===== src/rtl/chbd_pkg.sv =====
`default_nettype none
package chbd_pkg;
	localparam int MaxCodeLen = 16;
	localparam int MaxSymbols = 256;

	typedef enum logic [1:0] {
		OP_LOAD_COUNT = 2'd0,
		OP_APPEND     = 2'd1,
		OP_BUILD      = 2'd2,
		OP_DECODE     = 2'd3
	} op_t;

	typedef enum logic [2:0] {
		ST_OK        = 3'd0,
		ST_TOO_FEW   = 3'd1,
		ST_BAD       = 3'd2,
		ST_TOO_MANY  = 3'd3,
		ST_NOT_BUILT = 3'd4,
		ST_NO_CODE   = 3'd5,
		ST_FULL      = 3'd6
	} status_t;

	// controller to datapath
	typedef struct packed {
		logic accept;
		logic walk;
		logic check;
		logic fetch;
	} cmd_t;

	// datapath to controller
	typedef struct packed {
		logic out_busy;
		logic is_build;
		logic hit;
		logic walk_last;
	} sts_t;
endpackage
`default_nettype wire


===== src/rtl/chbd_ctrl.sv =====
`default_nettype none
module chbd_ctrl (
	input  wire logic          clk,
	input  wire logic          arst_n,
	input  wire logic          in_valid,
	output logic               in_ready,
	input  wire chbd_pkg::sts_t sts,
	output chbd_pkg::cmd_t     cmd
);
	typedef enum logic [3:0] {
		S_IDLE  = 4'b0001,
		S_WALK  = 4'b0010,
		S_CHECK = 4'b0100,
		S_FETCH = 4'b1000
	} state_t;

	state_t state_q, state_d;

	assign in_ready   = (state_q == S_IDLE) && !sts.out_busy;
	assign cmd.accept = in_ready && in_valid;
	assign cmd.walk   = (state_q == S_WALK);
	assign cmd.check  = (state_q == S_CHECK);
	assign cmd.fetch  = (state_q == S_FETCH);

	always_comb begin
		state_d = state_q;
		case (state_q)
			S_IDLE: begin
				if (cmd.accept && sts.is_build) begin
					state_d = S_WALK;
				end else if (cmd.accept && sts.hit) begin
					state_d = S_FETCH;
				end
			end
			S_WALK: begin
				if (sts.walk_last) begin
					state_d = S_CHECK;
				end
			end
			S_CHECK: state_d = S_IDLE;
			S_FETCH: state_d = S_IDLE;
			default: state_d = S_IDLE;
		endcase
	end

	always_ff @(posedge clk or negedge arst_n) begin
		if (!arst_n) begin
			state_q <= S_IDLE;
		end else begin
			state_q <= state_d;
		end
	end

	a_no_accept_busy: assert property (@(posedge clk) disable iff (!arst_n)
		(state_q != S_IDLE) |-> !cmd.accept) else $error("accept while busy");
	a_walk_to_check: assert property (@(posedge clk) disable iff (!arst_n)
		(state_q == S_WALK && sts.walk_last) |=> (state_q == S_CHECK))
		else $error("walk did not end in check");
	a_fetch_once: assert property (@(posedge clk) disable iff (!arst_n)
		(state_q == S_FETCH) |=> (state_q == S_IDLE)) else $error("fetch overran");
endmodule
`default_nettype wire


===== config.mk =====
export PLATFORM = sky130hd
export DESIGN_NAME = chbd_ctrl
export DESIGN_NICKNAME = d
export VERILOG_FILES = /design/src/rtl/chbd_pkg.sv /design/src/rtl/chbd_ctrl.sv
export SDC_FILE = /design/constraint.sdc
export NUM_CORES = 1
export LEC_CHECK = 0
export BUFFER_PORTS_ARGS = -buffer_cell sky130_fd_sc_hd__clkbuf_2
export CAP_MARGIN = 20
export CORE_AREA = 2 2 39 41
export CTS_CLUSTER_DIAMETER = 50
export DETAILED_ROUTE_END_ITERATION = 10
export DIE_AREA = 0 0 41 43
export PLACE_DENSITY = 0.48
export SLEW_MARGIN = 25
export SYNTH_ARGS = -nofsm -noshare
export SYNTH_HDL_FRONTEND = slang
export SYNTH_SLANG_ARGS = --single-unit

===== constraint.sdc =====
create_clock -name clk -period 1.6 [get_ports clk]
set_clock_uncertainty 0.05 [all_clocks]
set_input_delay 0.08 -clock clk [delete_from_list [all_inputs] [get_ports clk]]
set_output_delay 0.08 -clock clk [all_outputs]
set_load 0.02 [all_outputs]

==> run metrics, run 1 <==
run status=finished clean; die area=0.00176 mm²; CTS tree=done; RSZ-0062 raised after global routing=false; period utilisation layout=between 90% and 100%; WP data arrival=around 1.3 ns; Area contributors post-synth=dfrtp_1 32%, dfstp_2 11%, nor4b_4 10%, nor4b_1 7.6%, and2_1 5.4%; share of synthesized registers carrying an async set or reset=100%; critical path required time=roughly 1.5 ns; via count=218; syn nets=27; vias in the first global route=just over 200; EDFF count, synth=0; Max Clk Rate=689 MHz; Hold Crit Start=sts[0]; Slew HR=about four fifths; Final Routed Wirelength=between 500 and 600 µm; port buffer count=11; Bufs on Longest Clock Path=2; # rows=14; first-pass GRT wire length=814 µm; max FFs per register=4; Final Max Slew Viols=0; Total GRT Usage=just over 7%; Seq/Total Area, Yosys=43.8%; r2r endpoint=state_q[1]$_DFFE_PN0P_; setup TNS=0 ns; Synth top area share=roughly 32%; max_cap viols=0; clock-pin slew of the registers on the worst-case setup and hold paths=~0.040 ns; Peak VDD IR=265 µV; CP Launch Type=register; CTS root buffer=clkbuf_4; Finish-stage setup viols=0; final RePlAce weighted congestion=approximately 0.63; mean post-synth cell area=between 10 and 15 µm²; Worst Tran Pin Value=~0.3 ns; Hold Crit Depth=2; Num CTS Buffers=3; Post-CTS Setup Inserts=0; cell accounting for the most synthesized area=dfrtp_1; Die W=between 40 and 50 µm; reg2reg path depth=2; Crit Path Class=reg2out; R2R setup slack=roughly 0.50 ns; hold worst-path end=state_q[2]$_DFFE_PN0P_; CTS Sinks=4; Unique masters post-synth=15; DRT iter0 DRCs=1; ANT nets after route=0; iteration count of the initial detailed-routing pass=3; per-cell routed wire length=just over 10 µm; Remaining DRCs=0; Total Power Consumption=293 µW; PwrDens=855 mW/mm²; Reg-to-Reg Start=state_q[0]$_DFFE_PN1P_; number of H-tree levels=1; CORE AREA=approximately 0.0014 mm²; diode count=0; Synth Flop Type=dfrtp_1; Largest regs=state_q (4); Die Ht=~43 µm; Mapped Area=231 µm²; Resize count post-CTS=0; top post-synthesis cells by count=3 x dfrtp_1, 2 x and2_1, 2 x and3_1, 2 x nor4b_1; count leader, synth=dfrtp_1; fin nets=44; Starting Density=between 10% and 20%; Area Overhead vs Synth=48.1%; largest register by flop count=state_q; Post-Synthesis Cells=20; Setup crit end kind=primary output; crit path max fanout=5; minimum clock period=1.45 ns; post-synthesis register bit count=4; # IOs=12; GRT Residual Overflow=0; hold crit path type=in2reg; Lkg Pwr=approximately 0.17 nW; insertion delay to the later sink of the worst-skew pair=0.24 ns; layout cells sized above 1=around half; Critical Path Source=state_q[0]$_DFFE_PN1P_; largest net degree at the start of global routing=6; via density per instance=4.19; Final Hold Fails=0; initial antenna violation count=0; hpwl dp=around 420 µm; synth warn=0
how the worst max path moves through the flow:
stage	end	depth (start not counted)
after CTS	cmd[3]	3
after global routing	cmd[3]	3
after floorplan	cmd[0]	1
after detailed placement	cmd[3]	3
after global placement	cmd[3]	3
final	cmd[3]	3
what timing repair did:
| action | 4_1_cts | 5_1_grt |
|---|---|---|
| setup endpoints to repair | 0 | 0 |
| hold endpoints to repair | 4 | 0 |
| hold buffers | 1 | 0 |
where the power goes:
part / leakage (nW) / switching [mW] / internal (mW) / total, mW
registers: 0.0519 / 0.00644 / 0.107 / 0.114
clock network: 0.0150 / 0.0436 / 0.0937 / 0.137
logic: 0.106 / 0.0206 / 0.0217 / 0.0423
metal layers:
metal  share of wire, %  vias up  track usage [%]  routed length, µm
li1                   -      108                -                  -
met1                 50       98             10.7                268
met2                 38       12             7.19                201
met3                 12        0             1.57                 64
met4                  0        0             8.00                  0
met5                  0        -                0                  0
metrics by stage:
stage / hold WS [ns] / worst slack [ns] / std cells / utilization [%] / cell area (µm²)
6_report: 0.0222 / 0.148 / 52 / 24.8 / 343
3_5_place_dp: -0.156 / 0.390 / 47 / 22.2 / 307
2_1_floorplan: -0.266 / 0.286 / 20 / - / 231
4_1_cts: 0.0175 / 0.134 / 52 / 24.8 / 343
3_3_place_gp: -0.157 / 0.407 / 47 / 22.2 / 307
5_1_grt: 0.0373 / 0.0411 / 52 / 24.8 / 343
kinds of logic after synthesis:
kind of cell / Yosys count / share of synthesized area [%]
AO/OA/AOI/OAI: 2 / 7.57
flip-flops: 4 / 43.8
buffers and inverters: 1 / 1.62
AND/OR/NAND/NOR: 13 / 47.0
critical path, stage by stage, from the launching register on:
cell      delay, ns
dfstp_2        0.57
nor2b_1        0.19
and3_1         0.17
clkbuf_2       0.16
cell usage in the layout, fill, tap and decap left out, drive strengths merged:
cell type and n:
dlygate4sd3 1, clkbuf 15, a32o 1, a31oi 1, and3 2, nor3 1
and3b 1, nor4b 3, nor2 1, nor2b 1, and4bb 1, or2 1
inv 1, dfstp 1, dfrtp 3, and2 2
cell type report:
type	count	area [µm²]
fill	156	1040
sequential	4	101
clock buffer	4	26.3
multi-input combinational	15	126
tap	16	20.0
inverter	1	3.75
timing repair buffer	12	65.1
(Power assumes the default switching activity.)
==> inputs of run 2 (changes only) <==
PLACE_DENSITY = 0.38   (was 0.48)
==> run metrics, run 2 (synthesized netlist as in run 1, its figures left out) <==
run status=finished clean; hold crit path type=in2reg; DRT iter0 DRCs=1 (unchanged); GRT Residual Overflow=0 (unchanged); Total Power Consumption=297 µW (+1.4%); reg2reg path depth=2 (unchanged); CTS tree=done; Max Clk Rate=680 MHz (-1.2%); die area=0.00176 mm² (unchanged); Worst Tran Pin Value=0.291 ns (-0.000244 ns); Lkg Pwr=0.173 nW (unchanged); PwrDens=867 mW/mm² (+1.4%); Area Overhead vs Synth=48.1% (unchanged); Bufs on Longest Clock Path=2 (unchanged); Post-CTS Setup Inserts=0 (unchanged); Post-CTS Hold Fix Bufs=1 (unchanged); via count=222 (+1.8%); largest register by flop count=state_q; routing usage on met3=4.71% (+3.1 points); Reg-to-Reg Start=state_q[0]$_DFFE_PN1P_; port buffer count=11 (unchanged); Starting Density=16.7% (unchanged); Num CTS Buffers=3 (unchanged); minimum clock period=1.47 ns (+0.0176 ns); max FFs per register=4 (unchanged); per-cell routed wire length=10.0 µm (-2.2%); vias in the first global route=246 (+22%); Remaining DRCs=0 (unchanged); Final Max Slew Viols=0 (unchanged); largest net degree at the start of global routing=6 (unchanged); Final Routed Wirelength=522 µm (-2.2%); clock-pin slew of the registers on the worst-case setup and hold paths=0.04 ns (about the same); setup TNS=0 ns (unchanged); diode count=0 (unchanged); Die W=41 µm (unchanged); most common cell after layout, fill and taps aside=clkbuf_2; max_cap viols=0 (unchanged); Hold Crit Depth=2 (unchanged); critical path required time=1.47 ns (about the same); layout cells sized above 1=50.0% (unchanged); # IOs=12 (unchanged); GR Util met1=9.77% (-0.94 points); fin nets=44 (unchanged); number of H-tree levels=1 (unchanged); Resize count post-CTS=0 (unchanged); Hold Crit Start=sts[0]; R2R setup slack=0.52 ns (+0.02 ns); Die Ht=43 µm (unchanged); Peak VDD IR=243 µV (-8.0%); via density per instance=4.27 (+1.8%); final RePlAce weighted congestion=0.572 (-9.1%); period utilisation layout=91.9% (+1.1 points); Total GRT Usage=9.17% (+2.0 points); # rows=14 (unchanged); Crit Path Class=reg2out; Slew HR=80.5% (about the same); insertion delay to the later sink of the worst-skew pair=0.24 ns (about the same); hpwl dp=411 µm (-2.5%); Setup crit end kind=primary output; iteration count of the initial detailed-routing pass=2 (-1); Top Usage Layer GRT=met2; CTS Sinks=4 (unchanged); WP data arrival=1.34 ns (+0.02 ns); CTS root buffer=clkbuf_4; crit path max fanout=5 (unchanged); CORE AREA=0.00138 mm² (unchanged); Largest regs=state_q (4); hold worst-path end=state_q[2]$_DFFE_PN0P_; r2r endpoint=state_q[1]$_DFFE_PN0P_; ANT nets after route=0 (unchanged); most frequent cells in the layout=11 x clkbuf_2, 3 x clkbuf_4, 3 x dfrtp_1; Final Hold Fails=0 (unchanged); GR Layer Usage met2=12.5% (+5.3 points); CP Launch Type=register; initial antenna violation count=0 (unchanged); RSZ-0062 raised after global routing=false; Finish-stage setup viols=0 (unchanged); first-pass GRT wire length=1.01 mm (+24%)
[run 2: cell counts in the layout (fill, tap and decap cells not counted)]
Identical to the previous run, type by type.
[run 2: through the flow]
| stage | instances | util (%) | worst slack, ns | cell area [µm²] | hold slack (ns) |
|---|---|---|---|---|---|
| after CTS | 52 | 24.8 | 0.115 | 343 | 0.000671 |
| final | 52 | 24.8 | 0.130 | 343 | 0.00940 |
| after floorplan | 20 | - | 0.286 | 231 | -0.266 |
| after global routing | 52 | 24.8 | 0.0140 | 343 | 0.00713 |
| after global placement | 47 | 22.2 | 0.393 | 307 | -0.163 |
| after detailed placement | 47 | 22.2 | 0.371 | 307 | -0.159 |
[run 2: worst max-delay path by stage]
stage	startpoint	to	slack, ns	cells after the start
finish	state_q[0]$_DFFE_PN1P_	cmd[3]	0.13	3
global route	state_q[0]$_DFFE_PN1P_	cmd[3]	0.01	3
CTS	state_q[0]$_DFFE_PN1P_	cmd[3]	0.12	3
detailed placement	state_q[0]$_DFFE_PN1P_	cmd[3]	0.37	3
global placement	state_q[0]$_DFFE_PN1P_	cmd[3]	0.39	3
floorplan	state_q[1]$_DFFE_PN0P_	cmd[0]	0.29	1
[run 2: layer usage]
metal  up-vias  share of wire, %
met3         2               3.1
met2         7                51
li1        107                 -
met1       106                42
met4         0               3.1
met5         -                 0
[run 2: layout make-up]
type | count | area (µm²)
tap | 16 | 20.0
multi-input combinational | 15 | 126
timing repair buffer | 12 | 65.1
fill | 161 | 1040
sequential | 4 | 101
clock buffer | 4 | 26.3
inverter | 1 | 3.75
[run 2: power by group]
group | leakage, nW | total [mW] | switching [mW] | internal (mW)
Sequential | 0.0519 | 0.113 | 0.00620 | 0.107
Combinational | 0.106 | 0.0415 | 0.0199 | 0.0216
Clock | 0.0150 | 0.142 | 0.0484 | 0.0940
[run 2: critical path, cell delays in order (launching register included)]
cell and delay (ns):
dfstp_2 0.57, nor2b_1 0.20, and3_1 0.17, clkbuf_2 0.16
